$ cat src/rtl/tkipmix_pkg.sv
// Shared types, constants and helper functions for the TKIP key mixing block.
// Holds the 16-bit S-box, the request/response structs and the sequencer states.
// No dependencies.
package tkipmix_pkg;

  localparam int CFG_INDEX_W = 2;
  localparam logic [CFG_INDEX_W-1:0] REG_TK_LOW  = 2'd0;
  localparam logic [CFG_INDEX_W-1:0] REG_TK_HIGH = 2'd1;

  localparam logic [7:0] TSC1_SET_MASK = 8'h20;
  localparam logic [7:0] TSC1_KEEP_MASK = 8'h7F;

  typedef struct packed {
    logic [47:0] tsc;
    logic [47:0] transmitter_address;
  } tkip_req_t;

  typedef struct packed {
    logic [63:0] rc4_key_low;
    logic [63:0] rc4_key_high;
    logic        phase1_recomputed;
  } tkip_rsp_t;

  // Control for one pass through the shared mixing unit.
  typedef struct packed {
    logic       use_sbox;
    logic [2:0] add_const;
  } step_op_t;

  typedef enum logic [2:0] {
    ST_IDLE,
    ST_PHASE1,
    ST_MIX_LOW,
    ST_PHASE2,
    ST_OUT
  } tkip_state_t;

  localparam logic [15:0] SBOX [256] = '{
    16'hC6A5, 16'hF884, 16'hEE99, 16'hF68D, 16'hFF0D, 16'hD6BD, 16'hDEB1, 16'h9154,
    16'h6050, 16'h0203, 16'hCEA9, 16'h567D, 16'hE719, 16'hB562, 16'h4DE6, 16'hEC9A,
    16'h8F45, 16'h1F9D, 16'h8940, 16'hFA87, 16'hEF15, 16'hB2EB, 16'h8EC9, 16'hFB0B,
    16'h41EC, 16'hB367, 16'h5FFD, 16'h45EA, 16'h23BF, 16'h53F7, 16'hE496, 16'h9B5B,
    16'h75C2, 16'hE11C, 16'h3DAE, 16'h4C6A, 16'h6C5A, 16'h7E41, 16'hF502, 16'h834F,
    16'h685C, 16'h51F4, 16'hD134, 16'hF908, 16'hE293, 16'hAB73, 16'h6253, 16'h2A3F,
    16'h080C, 16'h9552, 16'h4665, 16'h9D5E, 16'h3028, 16'h37A1, 16'h0A0F, 16'h2FB5,
    16'h0E09, 16'h2436, 16'h1B9B, 16'hDF3D, 16'hCD26, 16'h4E69, 16'h7FCD, 16'hEA9F,
    16'h121B, 16'h1D9E, 16'h5874, 16'h342E, 16'h362D, 16'hDCB2, 16'hB4EE, 16'h5BFB,
    16'hA4F6, 16'h764D, 16'hB761, 16'h7DCE, 16'h527B, 16'hDD3E, 16'h5E71, 16'h1397,
    16'hA6F5, 16'hB968, 16'h0000, 16'hC12C, 16'h4060, 16'hE31F, 16'h79C8, 16'hB6ED,
    16'hD4BE, 16'h8D46, 16'h67D9, 16'h724B, 16'h94DE, 16'h98D4, 16'hB0E8, 16'h854A,
    16'hBB6B, 16'hC52A, 16'h4FE5, 16'hED16, 16'h86C5, 16'h9AD7, 16'h6655, 16'h1194,
    16'h8ACF, 16'hE910, 16'h0406, 16'hFE81, 16'hA0F0, 16'h7844, 16'h25BA, 16'h4BE3,
    16'hA2F3, 16'h5DFE, 16'h80C0, 16'h058A, 16'h3FAD, 16'h21BC, 16'h7048, 16'hF104,
    16'h63DF, 16'h77C1, 16'hAF75, 16'h4263, 16'h2030, 16'hE51A, 16'hFD0E, 16'hBF6D,
    16'h814C, 16'h1814, 16'h2635, 16'hC32F, 16'hBEE1, 16'h35A2, 16'h88CC, 16'h2E39,
    16'h9357, 16'h55F2, 16'hFC82, 16'h7A47, 16'hC8AC, 16'hBAE7, 16'h322B, 16'hE695,
    16'hC0A0, 16'h1998, 16'h9ED1, 16'hA37F, 16'h4466, 16'h547E, 16'h3BAB, 16'h0B83,
    16'h8CCA, 16'hC729, 16'h6BD3, 16'h283C, 16'hA779, 16'hBCE2, 16'h161D, 16'hAD76,
    16'hDB3B, 16'h6456, 16'h744E, 16'h141E, 16'h92DB, 16'h0C0A, 16'h486C, 16'hB8E4,
    16'h9F5D, 16'hBD6E, 16'h43EF, 16'hC4A6, 16'h39A8, 16'h31A4, 16'hD337, 16'hF28B,
    16'hD532, 16'h8B43, 16'h6E59, 16'hDAB7, 16'h018C, 16'hB164, 16'h9CD2, 16'h49E0,
    16'hD8B4, 16'hACFA, 16'hF307, 16'hCF25, 16'hCAAF, 16'hF48E, 16'h47E9, 16'h1018,
    16'h6FD5, 16'hF088, 16'h4A6F, 16'h5C72, 16'h3824, 16'h57F1, 16'h73C7, 16'h9751,
    16'hCB23, 16'hA17C, 16'hE89C, 16'h3E21, 16'h96DD, 16'h61DC, 16'h0D86, 16'h0F85,
    16'hE090, 16'h7C42, 16'h71C4, 16'hCCAA, 16'h90D8, 16'h0605, 16'hF701, 16'h1C12,
    16'hC2A3, 16'h6A5F, 16'hAEF9, 16'h69D0, 16'h1791, 16'h9958, 16'h3A27, 16'h27B9,
    16'hD938, 16'hEB13, 16'h2BB3, 16'h2233, 16'hD2BB, 16'hA970, 16'h0789, 16'h33A7,
    16'h2DB6, 16'h3C22, 16'h1592, 16'hC920, 16'h8749, 16'hAAFF, 16'h5078, 16'hA57A,
    16'h038F, 16'h59F8, 16'h0980, 16'h1A17, 16'h65DA, 16'hD731, 16'h84C6, 16'hD0B8,
    16'h82C3, 16'h29B0, 16'h5A77, 16'h1E11, 16'h7BCB, 16'hA8FC, 16'h6DD6, 16'h2C3A
  };

  function automatic logic [15:0] sub16(input logic [15:0] v);
    logic [15:0] t;
    t = SBOX[v[15:8]];
    return SBOX[v[7:0]] ^ {t[7:0], t[15:8]};
  endfunction

  function automatic logic [15:0] rotr1(input logic [15:0] v);
    return {v[0], v[15:1]};
  endfunction

  // Key word m holds key bytes 2m (low) and 2m+1 (high).
  function automatic logic [15:0] key_word(input logic [63:0] tk_low,
                                           input logic [63:0] tk_high,
                                           input logic [2:0]  m);
    logic [63:0] r;
    logic [15:0] w;
    r = m[2] ? tk_high : tk_low;
    unique case (m[1:0])
      2'd0: w = r[15:0];
      2'd1: w = r[31:16];
      2'd2: w = r[47:32];
      default: w = r[63:48];
    endcase
    return w;
  endfunction

endpackage

$ cat src/rtl/tkipmix_step.sv
// Shared mixing unit: one S-box or rotate step of the key mixing per cycle.
// Depends on tkipmix_pkg for the S-box, the rotate and the step control struct.
module tkipmix_step import tkipmix_pkg::*; (
  input  logic [15:0] acc,
  input  logic [15:0] src,
  input  logic [15:0] kw,
  input  step_op_t    op,
  output logic [15:0] result
);

  logic [15:0] mixed;
  logic [15:0] f;

  assign mixed = src ^ kw;
  assign f = op.use_sbox ? sub16(mixed) : rotr1(mixed);
  assign result = acc + f + {13'd0, op.add_const};

endmodule

$ cat src/rtl/tkip_per_packet_key_mixing.sv
// Top level of the TKIP two-phase per-packet key mixing block.
// Depends on tkipmix_pkg and tkipmix_step.
//
// Usage:
//   Write the temporal key through cfg_write / cfg_index / cfg_data while the
//   block is idle: index 0 takes key bytes 0..7, index 1 bytes 8..15. Either
//   write drops the cached phase-1 result.
//   A request (req_valid/req_ready) carries the TSC and transmitter address.
//   req_ready is high only while the sequencer is idle; one request is in
//   flight at a time. The response (rsp_valid/rsp_ready) carries the 128-bit
//   RC4 key and a flag that tells whether phase 1 ran.
//   After acceptance, a cache hit computes the low TTAK sum, runs the 12
//   phase-2 steps and then loads the output register for rsp_valid; a miss
//   first runs the 40 phase-1 steps. Both phases run on the one shared
//   mixing unit, one 16-bit step per cycle.
//   When the receiver stalls, the finished key waits in the output register;
//   the sequencer holds in its output state until the register frees up.
//   Reset (rst, synchronous) clears the key, the cache flag, the sequencer
//   state and rsp_valid; no response is pending afterwards.
module tkip_per_packet_key_mixing import tkipmix_pkg::*; (
  input  logic                   clk,
  input  logic                   rst,
  input  logic                   req_valid,
  output logic                   req_ready,
  input  tkip_req_t              req,
  output logic                   rsp_valid,
  input  logic                   rsp_ready,
  output tkip_rsp_t              rsp,
  input  logic                   cfg_write,
  input  logic [CFG_INDEX_W-1:0] cfg_index,
  input  logic [63:0]            cfg_data
);

  tkip_state_t state, state_next;

  logic [63:0] tk_low;
  logic [63:0] tk_high;

  // Phase-1 cache.
  logic [15:0] cached_mix [5];
  logic [31:0] cached_high_counter;
  logic [47:0] cached_address;
  logic        cache_valid;

  // Working ring: words rotate one place per step so the unit always
  // reads position 0 as accumulator and the last position as source.
  logic [15:0] w [6];
  logic [15:0] tsc_low;
  logic        recomputed;

  logic [2:0]  p1_word;
  logic [2:0]  p1_round;
  logic [3:0]  p2_step;

  logic        req_fire;
  logic        cache_hit;
  logic        out_load;
  logic        p1_last;
  logic        p2_last;

  logic [15:0] unit_src;
  logic [15:0] unit_kw;
  step_op_t    unit_op;
  logic [15:0] unit_res;

  logic [15:0] final_kw0;
  logic [7:0]  b0;
  logic [7:0]  b1;
  logic [7:0]  b2;
  logic [7:0]  b3;

  assign req_ready = (state == ST_IDLE);
  assign req_fire  = req_valid && req_ready;
  assign cache_hit = cache_valid && (req.tsc[47:16] == cached_high_counter)
                     && (req.transmitter_address == cached_address);
  assign p1_last   = (p1_word == 3'd4) && (p1_round == 3'd7);
  assign p2_last   = (p2_step == 4'd11);
  assign out_load  = (state == ST_OUT) && (!rsp_valid || rsp_ready);

  always_ff @(posedge clk) begin
    if (rst) begin
      state <= ST_IDLE;
    end else begin
      state <= state_next;
    end
  end

  always_comb begin
    state_next = state;
    unique case (state)
      ST_IDLE: begin
        if (req_fire) begin
          state_next = cache_hit ? ST_MIX_LOW : ST_PHASE1;
        end
      end
      ST_PHASE1: begin
        if (p1_last) begin
          state_next = ST_MIX_LOW;
        end
      end
      ST_MIX_LOW: state_next = ST_PHASE2;
      ST_PHASE2: begin
        if (p2_last) begin
          state_next = ST_OUT;
        end
      end
      ST_OUT: begin
        if (out_load) begin
          state_next = ST_IDLE;
        end
      end
      default: state_next = ST_IDLE;
    endcase
  end

  // Operand selection for the shared unit.
  always_comb begin
    if (state == ST_PHASE1) begin
      unit_src          = w[4];
      unit_kw           = key_word(tk_low, tk_high, {p1_word[1:0], p1_round[0]});
      unit_op.use_sbox  = 1'b1;
      unit_op.add_const = (p1_word == 3'd4) ? p1_round : 3'd0;
    end else begin
      unit_src          = w[5];
      unit_kw           = (p2_step < 4'd8) ? key_word(tk_low, tk_high, p2_step[2:0])
                                           : 16'd0;
      unit_op.use_sbox  = (p2_step < 4'd6);
      unit_op.add_const = 3'd0;
    end
  end

  tkipmix_step u_step (
    .acc    (w[0]),
    .src    (unit_src),
    .kw     (unit_kw),
    .op     (unit_op),
    .result (unit_res)
  );

  // Key registers and cache flag.
  always_ff @(posedge clk) begin
    if (rst) begin
      tk_low      <= '0;
      tk_high     <= '0;
      cache_valid <= 1'b0;
    end else begin
      if (state == ST_MIX_LOW && recomputed) begin
        cache_valid <= 1'b1;
      end
      if (cfg_write) begin
        unique case (cfg_index)
          REG_TK_LOW: begin
            tk_low      <= cfg_data;
            cache_valid <= 1'b0;
          end
          REG_TK_HIGH: begin
            tk_high     <= cfg_data;
            cache_valid <= 1'b0;
          end
          default: ;
        endcase
      end
    end
  end

  // Working ring, counters and cache contents.
  always_ff @(posedge clk) begin
    unique case (state)
      ST_IDLE: begin
        if (req_fire) begin
          tsc_low    <= req.tsc[15:0];
          recomputed <= !cache_hit;
          p1_word    <= 3'd0;
          p1_round   <= 3'd0;
          p2_step    <= 4'd0;
          if (cache_hit) begin
            for (int i = 0; i < 5; i++) begin
              w[i] <= cached_mix[i];
            end
          end else begin
            w[0]                <= req.tsc[31:16];
            w[1]                <= req.tsc[47:32];
            w[2]                <= req.transmitter_address[15:0];
            w[3]                <= req.transmitter_address[31:16];
            w[4]                <= req.transmitter_address[47:32];
            cached_high_counter <= req.tsc[47:16];
            cached_address      <= req.transmitter_address;
          end
        end
      end
      ST_PHASE1: begin
        // Rotate the five-word ring; the new word lands at the end.
        for (int i = 0; i < 4; i++) begin
          w[i] <= w[i+1];
        end
        w[4] <= unit_res;
        if (p1_word == 3'd4) begin
          p1_word  <= 3'd0;
          p1_round <= p1_round + 3'd1;
        end else begin
          p1_word <= p1_word + 3'd1;
        end
      end
      ST_MIX_LOW: begin
        w[5] <= w[4] + tsc_low;
        if (recomputed) begin
          for (int i = 0; i < 5; i++) begin
            cached_mix[i] <= w[i];
          end
        end
      end
      ST_PHASE2: begin
        // Rotate the six-word ring.
        for (int i = 0; i < 5; i++) begin
          w[i] <= w[i+1];
        end
        w[5]    <= unit_res;
        p2_step <= p2_step + 4'd1;
      end
      default: ;
    endcase
  end

  // Output byte assembly.
  assign final_kw0 = w[5] ^ key_word(tk_low, tk_high, 3'd0);
  assign b0 = tsc_low[15:8];
  assign b1 = (b0 | TSC1_SET_MASK) & TSC1_KEEP_MASK;
  assign b2 = tsc_low[7:0];
  assign b3 = final_kw0[8:1];

  always_ff @(posedge clk) begin
    if (rst) begin
      rsp_valid <= 1'b0;
    end else if (out_load) begin
      rsp_valid <= 1'b1;
    end else if (rsp_ready) begin
      rsp_valid <= 1'b0;
    end
  end

  always_ff @(posedge clk) begin
    if (out_load) begin
      rsp.rc4_key_low       <= {w[1], w[0], b3, b2, b1, b0};
      rsp.rc4_key_high      <= {w[5], w[4], w[3], w[2]};
      rsp.phase1_recomputed <= recomputed;
    end
  end

endmodule

$ cat config.mk
export PLATFORM = sky130hd
export DESIGN_NAME = tkip_per_packet_key_mixing
export DESIGN_NICKNAME = d
export VERILOG_FILES = /design/src/rtl/tkipmix_pkg.sv /design/src/rtl/tkipmix_step.sv /design/src/rtl/tkip_per_packet_key_mixing.sv
export SDC_FILE = /design/constraint.sdc
export NUM_CORES = 2
export LEC_CHECK = 0
export BUFFER_PORTS_ARGS = -buffer_cell sky130_fd_sc_hd__buf_2
export CAP_MARGIN = 20
export CORE_MARGIN = 4
export CORE_UTILIZATION = 34
export CTS_CLUSTER_SIZE = 16
export DETAILED_ROUTE_END_ITERATION = 10
export GPL_ROUTABILITY_DRIVEN = 1
export SLEW_MARGIN = 25
export SYNTH_ARGS = -nofsm -noshare
export SYNTH_HDL_FRONTEND = slang
export SYNTH_SLANG_ARGS = --single-unit
export TNS_END_PERCENT = 30
$ cat constraint.sdc
create_clock -name clk -period 11.7 [get_ports clk]
set_clock_uncertainty 0.05 [all_clocks]
set_input_delay 3.51 -clock clk [delete_from_list [all_inputs] [get_ports clk]]
set_output_delay 3.51 -clock clk [all_outputs]
set_load 0.005 [all_outputs]
==> results.yml <==
run_status:
  status: "finished, final reports clean"
global_routing:
  grt_start_max_net_pins: 161
  antenna_found_initial: 12
  grt_pass1_wl_um: 245200
  grt_pass1_vias: 33090
  grt_usage_pct: 30.60
  gr-total-overflow: 0
logic_synthesis:
  ys_types: 92
  synth_edf_count: 404
  synth_ff_type: "edfxtp_1"
  syn_avg_cell_area_sq_um: 8.944
  synth_nets: 4169
  synthCells: 3923
  ys_warn_count: 0
  ys_seq_area_share_pct: 42.17
  netlist.area_leader.share_pct: 34.58
  synthTopCellsByArea: "edfxtp_1 (35%), dfxtp_1 (7.6%), nand2_1 (6.2%)"
  ys_ff_latch: 537
  synth_area_sq_um: 35090
  synth_top_cell_by_area: "edfxtp_1"
  async_reset_ff_share_pct: 0
floorplanning:
  die_width_um: 329.2
  ios: 298
  rows: 117
  initial_core_util_pct: 34.34
  die-area_sq_um: 108400
  core-area_sq_um: 102200
  die_height_um: 329.2
clock_network:
  clockBufferDepth: 3
  cts_tree: "yes"
  post_cts_buffers: 0
  root_buffer: "clkbuf_16"
  cts_hold_buffers: 0
  cts.repair.resized: 0
  cts-htree-levels: 2
  cts_sinks: 537
  numCtsBuffers: 50
  worstSkewPairLatency_ps: 630
  cts.clk_slew.worst_paths_ps: 70
timing:
  final.setup.tns_ps: 0
  setup_viol_count_final: 0
  max_freq_mhz: 100.4
  rsz0062_at_grt: "false"
  slew_violations: 0
  maxSlewHeadroom_pct: 19.88
  min_period_ps: 9965
  worst_slew_pin_slew_ps: 1193
  finalHoldViolations: 0
  period_share_pct: 85.17
critical_path:
  cpMaxStageDelayCell: "a31oi_1"
  critical_path_arrival_ps: 10360
  start_kind: "flip-flop"
  path_max_fanout: 18
  criticalPathCategory: "reg2reg"
  max_stage_delay_ps: 740
  end_kind: "flip-flop"
  crit_required_ps: 12100
  cpMostUsedCell: "o21ai_0"
placement:
  port_buffers: 295
  dpl.cell_count: 5374
  hpwl_um: 124200
  gp_congestion: 1.072
  placed_area_sq_um: 38100
hold_path:
  hold_path.class: "reg2reg"
routing:
  drc: 0
  drtIter0Drc: 6295
  num_vias: 35660
  via_per_inst: 6.509
  antenna_left: 0
  avgRoutedWirePerCell_um: 31.71
  wl_um: 173700
  dr.pass1.iters: 8
power_and_ir_drop:
  power.leakage_nw: 14.02
  ir_drop_mv: 0.2340
  power.density_nw_per_um2: 319.5
finish:
  design_area_sq_um: 39810
  nFillCells: 10510
  drive_above_1_share_pct: 15.86
  instances_no_fill: 5479
  multi_input_area_sq_um: 18620
  seq_area_sq_um: 14790
  nets: 4304
  syn_to_final_growth_pct: 13.47
flow_run:
  maxCapViolations: 0
==> per-stage QoR <==
step	setup slack (ps)	total power, W	utilization (%)	hold slack [ps]
global placement	1801	0.01075	37.28	383.8
CTS	1673	0.01230	38.92	405.1
global route	1188	0.01310	38.94	426.2
detailed placement	1647	0.01061	37.29	389.2
floorplan	3338	0.007424	-	367.4
finish	1735	0.01272	38.96	402.6
==> worst max-delay path, delay by kind of cell (launching register included) <==
kind	cells	cell delay [ps]
AOI/OAI and AO/OA	17	4270
xor gates and xnor gates	2	420
adders and majority gates	4	1720
buffers and inverters	4	800
DFF	1	700
muxes	2	830
and+or+nand+nor	5	990
==> layout by cell type, fill, tap and decap left out, types with 45 or more instances in the layout <==
cell       count
nand3_1      105
a221oi_1      45
ha_1          73
buf_4        148
dfxtp_1      133
xor2_1        70
clkbuf_16     53
edfxtp_1     404
a21oi_1      389
buf_2        294
nor3_1        81
inv_1         58
xnor2_1       60
o21ai_0      285
mux2i_1      123
a211oi_1      63
nand2_1      579
a31oi_1       83
nor2_1       268
o22ai_1       45
o211ai_1      59
==> cell families after synthesis <==
group,synth area share [%]
buffers and inverters,5.278
adder cells (fa/ha/maj),2.924
XOR/XNOR,3.245
flip-flops,42.17
multiplexers,6.319
AO/OA/AOI/OAI,25.73
other,0.02140
AND/OR/NAND/NOR,14.31
==> Yosys cell counts (13+ instances only) <==
cell / instances
nand2_1: 583
edfxtp_1: 404
a21oi_1: 391
o21ai_0: 286
nor2_1: 272
clkbuf_1: 201
dfxtp_1: 133
mux2i_1: 127
nand3_1: 106
buf_2: 97
nor3_1: 84
a31oi_1: 83
ha_1: 74
xor2_1: 70
a211oi_1: 65
xnor2_1: 60
o211ai_1: 59
inv_1: 57
buf_1: 48
a221oi_1: 45
o22ai_1: 45
a311oi_1: 42
a22oi_1: 41
o221ai_1: 41
mux4_2: 30
o311ai_0: 24
o31ai_1: 24
mux2_2: 22
and3_1: 21
or3_1: 19
a2111oi_0: 18
a32oi_1: 18
o32ai_1: 18
a211o_1: 17
nand4_1: 17
o21ai_1: 16
a21o_1: 15
buf_4: 15
a221o_1: 14
and2_1: 13
nor4_1: 13
==> registers in the layout, indices dropped and copies added (netlist names) <==
signal	count
w	96
tsc_low	16
state	3
cache_valid	1
cached_address	48
rsp_valid	1
cached_mix	80
recomputed	1
rsp	121
cached_high_counter	32
p2_step	4
p1_word	3
tk_low	64
tk_high	64
p1_round	3
==> layout make-up <==
type                    instances  area share, %
multi-input cells            2952          46.77
flip-flops and latches        537          37.16
repair buffers                450          6.867
clock inverters                27         0.6380
inverters                      67         0.6349
well taps                    1368          4.299
diodes                         13        0.08171
clock buffers                  65          3.545
==> worst paths after layout <==
path / start / endpoint / slack, ps / cells past startpoint
worst max-delay path: p1_round[0]$_SDFFCE_PN0P_ / w[0][95]$_DFFE_PP_ / 1740 / 34
worst min register to register: recomputed$_DFFE_PP_ / rsp[0]$_DFFE_PP_ / 400 / 0
worst min-delay path: recomputed$_DFFE_PP_ / rsp[0]$_DFFE_PP_ / 400 / 0
worst max register to register: p1_round[0]$_SDFFCE_PN0P_ / w[0][95]$_DFFE_PP_ / 1740 / 34
==> where the power goes <==
part / switching [W] / internal [W]
Clock: 0.000745 / 0.000925
Combinational: 0.00587 / 0.00245
Sequential: 0.000303 / 0.00243
Total: 0.00692 / 0.00580
==> routing by layer <==
| metal | share of wire [%] | global-route usage [%] | vias up |
|---|---|---|---|
| met1 | 39 | 41.35 | 17360 |
| met5 | 0.0075 | 0 | - |
| met4 | 5.7 | 14.18 | 2 |
| met3 | 12 | 7.589 | 576 |
| li1 | - | - | 15120 |
| met2 | 43 | 46.14 | 2602 |
Note: power is estimated with default switching activity, not from simulation.
